<file path="src/rtl/clbp_pkg.sv">
// Package for the circular LBP code block: request and register codes,
// field widths, default register values and the offset saturation helper.
// No dependencies.
package clbp_pkg;

	// Request codes carried in req_type
	localparam logic [1:0] REQ_LOAD  = 2'd0;
	localparam logic [1:0] REQ_PIXEL = 2'd1;
	localparam logic [1:0] REQ_DRAIN = 2'd2;

	// Register indexes (byte address = 4 * index)
	localparam logic [1:0] REG_FRAME_WIDTH  = 2'd0;
	localparam logic [1:0] REG_FRAME_HEIGHT = 2'd1;
	localparam logic [1:0] REG_NBR_COUNT    = 2'd2;
	localparam logic [1:0] REG_RADIUS       = 2'd3;

	// Register field widths
	localparam int FW_W = 11;
	localparam int FH_W = 16;
	localparam int NC_W = 5;
	localparam int SR_W = 3;
	localparam int PADDR_W = 4;
	localparam int PDATA_W = 32;

	// Payload widths
	localparam int PIX_W  = 8;
	localparam int OFS_W  = 4;
	localparam int IDXF_W = 4;
	localparam int CODE_W = 16;

	// Register reset values
	localparam logic [FW_W-1:0] FW_RST = 11'd640;
	localparam logic [FH_W-1:0] FH_RST = 16'd480;
	localparam logic [NC_W-1:0] NC_RST = 5'd8;
	localparam logic [SR_W-1:0] SR_RST = 3'd1;

	// Default sizing
	localparam int DEF_MAX_NEIGHBOURS = 16;
	localparam int DEF_MAX_RADIUS     = 4;
	localparam int DEF_MAX_WIDTH      = 1024;

	// Clamp a loaded offset to [-r, +r]; the result fits only if r is at most 7
	function automatic logic signed [OFS_W-1:0] sat_offset(
		input logic signed [OFS_W-1:0] v,
		input logic [OFS_W-1:0] r
	);
		logic signed [OFS_W:0] vx;
		logic signed [OFS_W:0] rp;
		logic signed [OFS_W:0] rn;
		logic signed [OFS_W:0] res;
		vx = (OFS_W+1)'(v);
		rp = $signed({1'b0, r});
		rn = -rp;
		if (vx > rp) begin
			res = rp;
		end else if (vx < rn) begin
			res = rn;
		end else begin
			res = vx;
		end
		return res[OFS_W-1:0];
	endfunction

endpackage

</file>
<file path="src/rtl/clbp_stream_if.sv">
// Valid/ready channel interfaces for requests and code results.
// Depends on clbp_pkg.
interface clbp_req_if;
	logic                                  valid;
	logic                                  ready;
	logic [1:0]                            req_type;
	logic [clbp_pkg::IDXF_W-1:0]           offset_index;
	logic signed [clbp_pkg::OFS_W-1:0]     row_offset;
	logic signed [clbp_pkg::OFS_W-1:0]     col_offset;
	logic [clbp_pkg::PIX_W-1:0]            pixel_value;

	modport source(output valid, req_type, offset_index, row_offset, col_offset,
		pixel_value, input ready);
	modport sink(input valid, req_type, offset_index, row_offset, col_offset,
		pixel_value, output ready);
endinterface

interface clbp_rsp_if;
	logic                          valid;
	logic                          ready;
	logic [clbp_pkg::CODE_W-1:0]   lbp_code;
	logic                          last_of_frame;

	modport source(output valid, lbp_code, last_of_frame, input ready);
	modport sink(input valid, lbp_code, last_of_frame, output ready);
endinterface

</file>
<file path="src/rtl/clbp_core.sv">
// Sequencer and shared compare unit: stores pixels, walks the neighbours of
// one centre per code, one line store read and one compare per cycle.
// Depends on clbp_pkg, clbp_stream_if.
module clbp_core #(
	parameter int MAX_NEIGHBOURS = clbp_pkg::DEF_MAX_NEIGHBOURS,
	parameter int MAX_RADIUS     = clbp_pkg::DEF_MAX_RADIUS,
	parameter int MAX_WIDTH      = clbp_pkg::DEF_MAX_WIDTH,
	parameter int WID_W          = $clog2(MAX_WIDTH + 1),
	parameter int RAD_W          = $clog2(MAX_RADIUS + 1),
	parameter int NB_W           = $clog2(MAX_NEIGHBOURS + 1),
	parameter int DEPTH          = (2 * MAX_RADIUS + 1) * (MAX_WIDTH + 1),
	parameter int AW             = $clog2(DEPTH)
) (
	input  logic                          clk,
	input  logic                          arst_n,
	clbp_req_if.sink                      req,
	clbp_rsp_if.source                    rsp,
	input  logic [WID_W-1:0]              eff_width,
	input  logic [clbp_pkg::FH_W-1:0]     eff_height,
	input  logic [RAD_W-1:0]              eff_radius,
	input  logic [NB_W-1:0]               eff_nbrs,
	input  logic                          width_wr,
	output logic                          mem_we,
	output logic [AW-1:0]                 mem_waddr,
	output logic [clbp_pkg::PIX_W-1:0]    mem_wdata,
	output logic [AW-1:0]                 mem_raddr,
	input  logic [clbp_pkg::PIX_W-1:0]    mem_rdata
);

	localparam int CNT_W  = WID_W + clbp_pkg::FH_W;
	localparam int IDX_W  = (MAX_NEIGHBOURS > 1) ? $clog2(MAX_NEIGHBOURS) : 1;
	localparam int DCNT_W = $clog2(CNT_W + 1);
	localparam int SUM_W  = AW + 2;
	localparam int NI_W   = CNT_W + 2;
	localparam int NJ_W   = WID_W + 2;
	localparam int OW     = clbp_pkg::OFS_W;

	localparam logic [2:0] S_IDLE = 3'd0;
	localparam logic [2:0] S_DIV  = 3'd1;
	localparam logic [2:0] S_CEN  = 3'd2;
	localparam logic [2:0] S_NB   = 3'd3;
	localparam logic [2:0] S_OUT  = 3'd4;

	logic [2:0]                     state_q;
	logic [CNT_W-1:0]               pr_q;
	logic [CNT_W-1:0]               ce_q;
	logic [AW-1:0]                  wr_addr_q;
	logic [AW-1:0]                  cen_addr_q;
	logic [CNT_W-1:0]               row_q;
	logic [WID_W-1:0]               col_q;
	logic                           dirty_q;
	logic [WID_W-1:0]               rem_q;
	logic [DCNT_W-1:0]              div_cnt_q;
	logic [OW-1:0]                  rtab_q [MAX_NEIGHBOURS];
	logic [OW-1:0]                  ctab_q [MAX_NEIGHBOURS];
	logic [NB_W-1:0]                p_q;
	logic                           pend_s1;
	logic                           inb_s1;
	logic [NB_W-1:0]                bit_s1;
	logic                           cen_ld_q;
	logic [clbp_pkg::PIX_W-1:0]     centre_q;
	logic [clbp_pkg::CODE_W-1:0]    code_q;
	logic                           ovalid_q;
	logic [clbp_pkg::CODE_W-1:0]    ocode_q;
	logic                           olast_q;

	logic [CNT_W-1:0]               total;
	logic [CNT_W-1:0]               delay;
	logic                           acc;
	logic [CNT_W-1:0]               pr_inc;
	logic [CNT_W-1:0]               ce_inc;
	logic                           pix_ok;
	logic                           pix_emit;
	logic [AW-1:0]                  wr_addr_inc;
	logic [AW-1:0]                  cen_addr_inc;
	logic [WID_W:0]                 trial;
	logic                           qbit;
	logic [WID_W-1:0]               rem_n;
	logic [IDX_W-1:0]               nidx;
	logic signed [OW-1:0]           dr;
	logic signed [OW-1:0]           dc;
	logic signed [NI_W-1:0]         ni;
	logic signed [NJ_W-1:0]         nj;
	logic                           inb;
	logic signed [SUM_W-1:0]        off_sum;
	logic [AW-1:0]                  nb_addr;
	logic                           out_free;
	logic [WID_W:0]                 col_inc;

	// Frame size and code delay from the effective registers
	assign total = CNT_W'(eff_width) * CNT_W'(eff_height);
	assign delay = CNT_W'(eff_radius) * CNT_W'(eff_width) + CNT_W'(eff_radius);

	assign acc      = req.valid && req.ready;
	assign req.ready = (state_q == S_IDLE);
	assign pr_inc   = pr_q + CNT_W'(1);
	assign ce_inc   = ce_q + CNT_W'(1);
	assign pix_ok   = (pr_q < total);
	assign pix_emit = (pr_inc > ce_q) && ((pr_inc - ce_q) > delay);

	// Ring addresses wrap at the line store depth
	assign wr_addr_inc  = (32'(wr_addr_q) == DEPTH - 1) ? '0 : wr_addr_q + AW'(1);
	assign cen_addr_inc = (32'(cen_addr_q) == DEPTH - 1) ? '0 : cen_addr_q + AW'(1);

	// One restoring division step: raster index over width
	assign trial = {rem_q, row_q[CNT_W-1]};
	assign qbit  = (trial >= (WID_W+1)'(eff_width));
	assign rem_n = qbit ? WID_W'(trial - (WID_W+1)'(eff_width)) : WID_W'(trial);

	// Neighbour position, frame test and ring address
	assign nidx = IDX_W'(p_q);
	assign dr   = clbp_pkg::sat_offset($signed(rtab_q[nidx]), OW'(eff_radius));
	assign dc   = clbp_pkg::sat_offset($signed(ctab_q[nidx]), OW'(eff_radius));
	assign ni   = $signed(NI_W'(row_q)) + NI_W'(dr);
	assign nj   = $signed(NJ_W'(col_q)) + NJ_W'(dc);
	assign inb  = (ni >= 0) && (ni < $signed(NI_W'(eff_height))) &&
		(nj >= 0) && (nj < $signed(NJ_W'(eff_width)));
	assign off_sum = $signed(SUM_W'(cen_addr_q)) +
		SUM_W'(dr) * $signed(SUM_W'(eff_width)) + SUM_W'(dc);

	always_comb begin
		if (off_sum < 0) begin
			nb_addr = AW'(off_sum + SUM_W'(DEPTH));
		end else if (off_sum >= $signed(SUM_W'(DEPTH))) begin
			nb_addr = AW'(off_sum - SUM_W'(DEPTH));
		end else begin
			nb_addr = AW'(off_sum);
		end
	end

	// Line store ports
	assign mem_we    = acc && (req.req_type == clbp_pkg::REQ_PIXEL) && pix_ok;
	assign mem_waddr = wr_addr_q;
	assign mem_wdata = req.pixel_value;
	assign mem_raddr = (state_q == S_CEN) ? cen_addr_q : nb_addr;

	assign out_free = !ovalid_q || rsp.ready;
	assign col_inc  = (WID_W+1)'(col_q) + (WID_W+1)'(1);

	// Offset tables
	always_ff @(posedge clk) begin
		if (acc && (req.req_type == clbp_pkg::REQ_LOAD) &&
			(32'(req.offset_index) < MAX_NEIGHBOURS)) begin
			rtab_q[IDX_W'(req.offset_index)] <= req.row_offset;
			ctab_q[IDX_W'(req.offset_index)] <= req.col_offset;
		end
	end

	// Datapath registers without reset
	always_ff @(posedge clk) begin
		if (state_q == S_DIV) begin
			rem_q <= rem_n;
		end else begin
			rem_q <= '0;
		end
		if (cen_ld_q) begin
			centre_q <= mem_rdata;
		end
		if (state_q == S_NB) begin
			inb_s1 <= inb;
			bit_s1 <= p_q;
		end
		if ((state_q == S_OUT) && out_free) begin
			ocode_q <= code_q;
			olast_q <= (ce_inc >= total);
		end
	end

	// Width change marks the row and column tracking stale
	always_ff @(posedge clk or negedge arst_n) begin
		if (!arst_n) begin
			dirty_q <= 1'b0;
		end else if (width_wr) begin
			dirty_q <= 1'b1;
		end else if (((state_q == S_DIV) && (div_cnt_q == DCNT_W'(1))) ||
			((state_q == S_OUT) && out_free && (ce_inc >= total))) begin
			dirty_q <= 1'b0;
		end
	end

	// Sequencer
	always_ff @(posedge clk or negedge arst_n) begin
		if (!arst_n) begin
			state_q    <= S_IDLE;
			pr_q       <= '0;
			ce_q       <= '0;
			wr_addr_q  <= '0;
			cen_addr_q <= '0;
			row_q      <= '0;
			col_q      <= '0;
			div_cnt_q  <= '0;
			p_q        <= '0;
			pend_s1    <= 1'b0;
			cen_ld_q   <= 1'b0;
			code_q     <= '0;
			ovalid_q   <= 1'b0;
		end else begin
			if ((state_q == S_OUT) && out_free) begin
				ovalid_q <= 1'b1;
			end else if (rsp.ready) begin
				ovalid_q <= 1'b0;
			end
			case (state_q)
				S_IDLE: begin
					if (acc) begin
						code_q <= '0;
						if (dirty_q) begin
							row_q     <= ce_q;
							div_cnt_q <= DCNT_W'(CNT_W);
						end
						case (req.req_type)
							clbp_pkg::REQ_PIXEL: begin
								if (pix_ok) begin
									pr_q      <= pr_inc;
									wr_addr_q <= wr_addr_inc;
									if (pix_emit) begin
										state_q <= dirty_q ? S_DIV : S_CEN;
									end
								end
							end
							clbp_pkg::REQ_DRAIN: begin
								if (ce_q < pr_q) begin
									state_q <= dirty_q ? S_DIV : S_CEN;
								end
							end
							default: begin
							end
						endcase
					end
				end
				S_DIV: begin
					row_q     <= {row_q[CNT_W-2:0], qbit};
					div_cnt_q <= div_cnt_q - DCNT_W'(1);
					if (div_cnt_q == DCNT_W'(1)) begin
						col_q   <= rem_n;
						state_q <= S_CEN;
					end
				end
				S_CEN: begin
					cen_ld_q <= 1'b1;
					p_q      <= '0;
					pend_s1  <= 1'b0;
					state_q  <= S_NB;
				end
				S_NB: begin
					cen_ld_q <= 1'b0;
					if (pend_s1 && inb_s1 && (mem_rdata >= centre_q) &&
						(32'(bit_s1) < clbp_pkg::CODE_W)) begin
						code_q[bit_s1[$clog2(clbp_pkg::CODE_W)-1:0]] <= 1'b1;
					end
					if (p_q < eff_nbrs) begin
						pend_s1 <= 1'b1;
						p_q     <= p_q + NB_W'(1);
					end else begin
						pend_s1 <= 1'b0;
						if (!pend_s1) begin
							state_q <= S_OUT;
						end
					end
				end
				S_OUT: begin
					if (out_free) begin
						state_q  <= S_IDLE;
						if (ce_inc >= total) begin
							ce_q       <= '0;
							pr_q       <= '0;
							cen_addr_q <= '0;
							wr_addr_q  <= '0;
							row_q      <= '0;
							col_q      <= '0;
						end else begin
							ce_q       <= ce_inc;
							cen_addr_q <= cen_addr_inc;
							if (col_inc >= (WID_W+1)'(eff_width)) begin
								col_q <= '0;
								row_q <= row_q + CNT_W'(1);
							end else begin
								col_q <= WID_W'(col_inc);
							end
						end
					end
				end
				default: begin
					state_q <= S_IDLE;
				end
			endcase
		end
	end

	assign rsp.valid         = ovalid_q;
	assign rsp.lbp_code      = ocode_q;
	assign rsp.last_of_frame = olast_q;

endmodule

</file>
<file path="src/flat_wrapper.sv">
// flat-port wrapper written by rule: the top's interface ports become plain ports
module clbp_core_flat 
#(
	parameter int MAX_NEIGHBOURS = clbp_pkg::DEF_MAX_NEIGHBOURS,
	parameter int MAX_RADIUS     = clbp_pkg::DEF_MAX_RADIUS,
	parameter int MAX_WIDTH      = clbp_pkg::DEF_MAX_WIDTH,
	parameter int WID_W          = $clog2(MAX_WIDTH + 1),
	parameter int RAD_W          = $clog2(MAX_RADIUS + 1),
	parameter int NB_W           = $clog2(MAX_NEIGHBOURS + 1),
	parameter int DEPTH          = (2 * MAX_RADIUS + 1) * (MAX_WIDTH + 1),
	parameter int AW             = $clog2(DEPTH)
)
  (clk, arst_n, eff_width, eff_height, eff_radius, eff_nbrs, width_wr, mem_we, mem_waddr, mem_wdata, mem_raddr, mem_rdata, req_valid, req_req_type, req_offset_index, req_row_offset, req_col_offset, req_pixel_value, req_ready, rsp_valid, rsp_lbp_code, rsp_last_of_frame, rsp_ready);
  clbp_req_if req_i ();
  clbp_rsp_if rsp_i ();
  input  logic clk;
  input  logic arst_n;
  input  logic [WID_W-1:0] eff_width;
  input  logic [clbp_pkg::FH_W-1:0] eff_height;
  input  logic [RAD_W-1:0] eff_radius;
  input  logic [NB_W-1:0] eff_nbrs;
  input  logic width_wr;
  output logic mem_we;
  output logic [AW-1:0] mem_waddr;
  output logic [clbp_pkg::PIX_W-1:0] mem_wdata;
  output logic [AW-1:0] mem_raddr;
  input  logic [clbp_pkg::PIX_W-1:0] mem_rdata;
  input wire logic [$bits(req_i.valid)-1:0] req_valid;
  input wire logic [$bits(req_i.req_type)-1:0] req_req_type;
  input wire logic [$bits(req_i.offset_index)-1:0] req_offset_index;
  input wire logic [$bits(req_i.row_offset)-1:0] req_row_offset;
  input wire logic [$bits(req_i.col_offset)-1:0] req_col_offset;
  input wire logic [$bits(req_i.pixel_value)-1:0] req_pixel_value;
  output wire logic [$bits(req_i.ready)-1:0] req_ready;
  output wire logic [$bits(rsp_i.valid)-1:0] rsp_valid;
  output wire logic [$bits(rsp_i.lbp_code)-1:0] rsp_lbp_code;
  output wire logic [$bits(rsp_i.last_of_frame)-1:0] rsp_last_of_frame;
  input wire logic [$bits(rsp_i.ready)-1:0] rsp_ready;
  assign req_i.valid = req_valid;
  assign req_i.req_type = req_req_type;
  assign req_i.offset_index = req_offset_index;
  assign req_i.row_offset = req_row_offset;
  assign req_i.col_offset = req_col_offset;
  assign req_i.pixel_value = req_pixel_value;
  assign req_ready = req_i.ready;
  assign rsp_valid = rsp_i.valid;
  assign rsp_lbp_code = rsp_i.lbp_code;
  assign rsp_last_of_frame = rsp_i.last_of_frame;
  assign rsp_i.ready = rsp_ready;
  clbp_core #(.MAX_NEIGHBOURS(MAX_NEIGHBOURS), .MAX_RADIUS(MAX_RADIUS), .MAX_WIDTH(MAX_WIDTH), .WID_W(WID_W), .RAD_W(RAD_W), .NB_W(NB_W), .DEPTH(DEPTH), .AW(AW)) u_core (.clk(clk), .arst_n(arst_n), .req(req_i), .rsp(rsp_i), .eff_width(eff_width), .eff_height(eff_height), .eff_radius(eff_radius), .eff_nbrs(eff_nbrs), .width_wr(width_wr), .mem_we(mem_we), .mem_waddr(mem_waddr), .mem_wdata(mem_wdata), .mem_raddr(mem_raddr), .mem_rdata(mem_rdata));
endmodule
</file>
<file path="config.mk">
export PLATFORM = sky130hd
export DESIGN_NAME = clbp_core_flat
export DESIGN_NICKNAME = d
export VERILOG_FILES = /design/src/rtl/clbp_pkg.sv /design/src/rtl/clbp_stream_if.sv /design/src/rtl/clbp_core.sv /design/src/flat_wrapper.sv
export SDC_FILE = /design/constraint.sdc
export NUM_CORES = 2
export LEC_CHECK = 0
export BUFFER_PORTS_ARGS = -buffer_cell sky130_fd_sc_hd__buf_4
export CAP_MARGIN = 5
export CORE_ASPECT_RATIO = 0.8
export CORE_MARGIN = 8
export CORE_UTILIZATION = 45
export CTS_CLUSTER_SIZE = 24
export DETAILED_ROUTE_END_ITERATION = 8
export PLACE_DENSITY_LB_ADDON = 0.08
export SYNTH_ARGS = -nofsm -noshare
export SYNTH_HDL_FRONTEND = slang
export SYNTH_SLANG_ARGS = --single-unit
</file>
<file path="constraint.sdc">
create_clock -name clk -period 9.9 [get_ports clk]
set_clock_uncertainty 0.1 [all_clocks]
set_input_delay 0 -clock clk [delete_from_list [all_inputs] [get_ports clk]]
set_output_delay 0 -clock clk [all_outputs]
set_load 0.02 [all_outputs]
</file>
==> impl_metrics.env <==
export IMPL_critical_path_required_ns=9.80
export IMPL_startpoint_type="input port"
export IMPL_core_area_um2=70400
export IMPL_r2r_cells=33
export IMPL_relSlewSlack=0.210
export IMPL_worstSetupEndpointType="primary output"
export IMPL_tightestPinTransition_ns=1.18
export IMPL_via_per_inst=5.92
export IMPL_cts_inserted_buffers=34
export IMPL_stdcell_count=4545
export IMPL_grtUsageTotal=0.245
export IMPL_crit_path_frequent_cell="fa_1"
export IMPL_post_route_util=0.501
export IMPL_synth_top_area_cell="edfxtp_1"
export IMPL_final_common_cell="ha_1"
export IMPL_hpwlAfterDp_mm=78.3
export IMPL_layout_common_cells="ha_1 (378), inv_1 (365), nand2_1 (336)"
export IMPL_portBuffers=109
export IMPL_yosysWarnings=0
export IMPL_antenna_found_initial=3
export IMPL_drt_pass1_iter_count=6
export IMPL_drt_iter0_drc=2416
export IMPL_crit_arrival_ns=9.34
export IMPL_die_area_um2=79900
export IMPL_synthTopCellsByArea="edfxtp_1 (15%), ha_1 (15%), dfrtp_1 (12%)"
export IMPL_initial_core_util=0.454
export IMPL_drive_gt1_frac=0.0806
export IMPL_period_needed_ns=9.44
export IMPL_ys_seq_area_frac=0.276
export IMPL_boundaryPins=126
export IMPL_hold_path_class="input port to async pin"
export IMPL_insertion_delay_ns=0.56
export IMPL_synth_edf_count=159
export IMPL_cts_tree="built"
export IMPL_rows=87
export IMPL_clkTransAtPathRegs_ns=0.06
export IMPL_regToRegStartpoint="u_core.p_q[0]"
export IMPL_synthArstFlopShare=0.474
export IMPL_first_global_vias=26400
export IMPL_clock_path_buffers=3
export IMPL_reg2reg_to="u_core.inb_s1"
export IMPL_synth_area_um2=32000
export IMPL_die_x_um=314
export IMPL_seq_area_um2=8830
export IMPL_post_drt_wl_per_cell_um=22.0
export IMPL_syn_avg_cell_area_um2=9.14
export IMPL_route_detailed_drc=0
export IMPL_grt_pass1_wl_mm=155
export IMPL_drtAntennaViolNets=0
export IMPL_crit_slowest_cell="a2111oi_1"
export IMPL_final_net_count=4218
export IMPL_dp_cells=4445
export IMPL_drv_slew=0
export IMPL_h_tree_depth=2
export IMPL_die_y_um=254
export IMPL_fillers=6495
export IMPL_synth_cell_types=96
export IMPL_status="finished clean"
export IMPL_cap_viol_max_count=0
export IMPL_multi_input_area_um2=21200
export IMPL_synth_cells=3497
export IMPL_fmax_mhz=106
export IMPL_grt_overflow=0
export IMPL_via_count=26900
export IMPL_gp_congestion=0.937
export IMPL_synth_nets=4131
export IMPL_rsz0062_at_grt="false"
export IMPL_clock_sinks=323
export IMPL_hold_viol=0
export IMPL_wl_mm=99.8
export IMPL_r2r_slack_ns=1.42
export IMPL_area_growth_pct=10.4
export IMPL_clock_root_buffer="clkbuf_16"
export IMPL_period_share=0.954
export IMPL_synth_seq_cells=323
export IMPL_critPathMaxStageDelay_ns=0.73
export IMPL_grt_max_degree=91
export IMPL_final_setup_viol_count=0
export IMPL_crit_type="input port to primary output"
export IMPL_ys_flop_type="edfxtp_1"
export IMPL_synth_top_area_frac=0.149
export IMPL_cp_max_fo=24
[stage by stage]
stage	worst slack [ns]	TNS, ns	instance area, um^2	hold WS, ns
floorplan	0.752	0	32000	-0.396
global placement	-0.0371	-0.485	33700	-0.0999
detailed placement	-0.0895	-1.19	33700	-0.0999
CTS	0.173	0	35200	0.0506
global route	0.0263	0	35300	0.0758
finish	0.456	0	35300	0.0128
[flip-flops by register name, summed over array words and instances (netlist names), 14 cells and up]
register / count
u_core.rtab_q: 64
u_core.cen_addr_q: 14
u_core.mem_waddr: 14
u_core.code_q: 16
u_core.ce_q: 27
u_core.rsp.lbp_code: 16
u_core.pr_q: 27
u_core.ctab_q: 64
u_core.row_q: 27
[per-layer routing]
layer | vias to the layer above | part of all wire | global-route usage
met5 | - | 0.00013 | 0.00837
met4 | 2 | 0.024 | 0.0604
met3 | 136 | 0.075 | 0.0455
met2 | 927 | 0.44 | 0.376
met1 | 13300 | 0.46 | 0.356
li1 | 12500 | - | -
[final cells by class]
type | count | area share
tap | 934 | 0.0331
antenna | 1 | 0.0000709
inverter | 377 | 0.0404
timing repair buffer | 179 | 0.0410
clock buffer | 44 | 0.0257
sequential | 323 | 0.250
clock inverter | 18 | 0.00716
multi-input combinational | 2669 | 0.602
[how the worst max path moves through the flow]
stage / from / end / slack [ns] / cells after the start
after CTS: u_core.p_q[0] / mem_raddr[10] / 0.17 / 32
after floorplan: u_core.p_q[1] / mem_raddr[6] / 0.75 / 32
after detailed placement: eff_width[7] / u_core.mem_waddr[2] / -0.09 / 31
after global placement: eff_width[7] / u_core.mem_waddr[12] / -0.04 / 31
final: eff_width[9] / mem_we / 0.46 / 30
after global routing: eff_width[9] / mem_we / 0.03 / 30
[Yosys cell counts, types with 8 or more instances]
cell	n
o21ai_0	216
nor3b_1	11
nand3b_1	9
a21oi_1	193
nor3_1	63
xor2_1	60
buf_2	9
o31ai_1	13
a21boi_0	11
a22oi_1	19
buf_4	9
a31oi_1	44
o21bai_1	10
nor2_1	316
nor4_1	15
inv_1	368
and4_1	8
nand2b_1	38
nand2_1	336
a211oi_1	24
dfrtp_1	153
mux4_2	36
o31a_1	9
or3_1	23
and2_1	41
or2_2	8
nor2b_1	27
nand3_1	76
nor4b_1	9
dfxtp_1	11
clkbuf_1	105
o211ai_1	15
fa_1	186
a221oi_1	11
a21o_1	57
o21a_1	29
nand4_1	53
edfxtp_1	159
o22ai_1	29
and3_1	45
ha_1	378
xnor2_1	107
a2111oi_0	9
[kinds of logic after synthesis]
family	synth area share
mux	0.0327
simple gates	0.163
compound gates	0.157
xor+xnor	0.0463
buf+inv	0.0609
flops	0.276
fa+ha+maj	0.264
[critical path: cells and delay by family]
family          cells  cell delay [ns]
fa+ha+maj           7             3.12
compound gates      8             2.23
buf+inv             7             1.91
simple gates        7             1.65
xor+xnor            1             0.41
[repair_timing]
item,4_1_cts,5_1_grt
hold buffers,34,0
resized for setup,0,7
hold endpoints to repair,276,0
setup endpoints to repair,0,37
buffers inserted,0,1
Power is not shown: default switching activity piles up to over one toggle a cycle in this logic, so the estimate is an artifact.
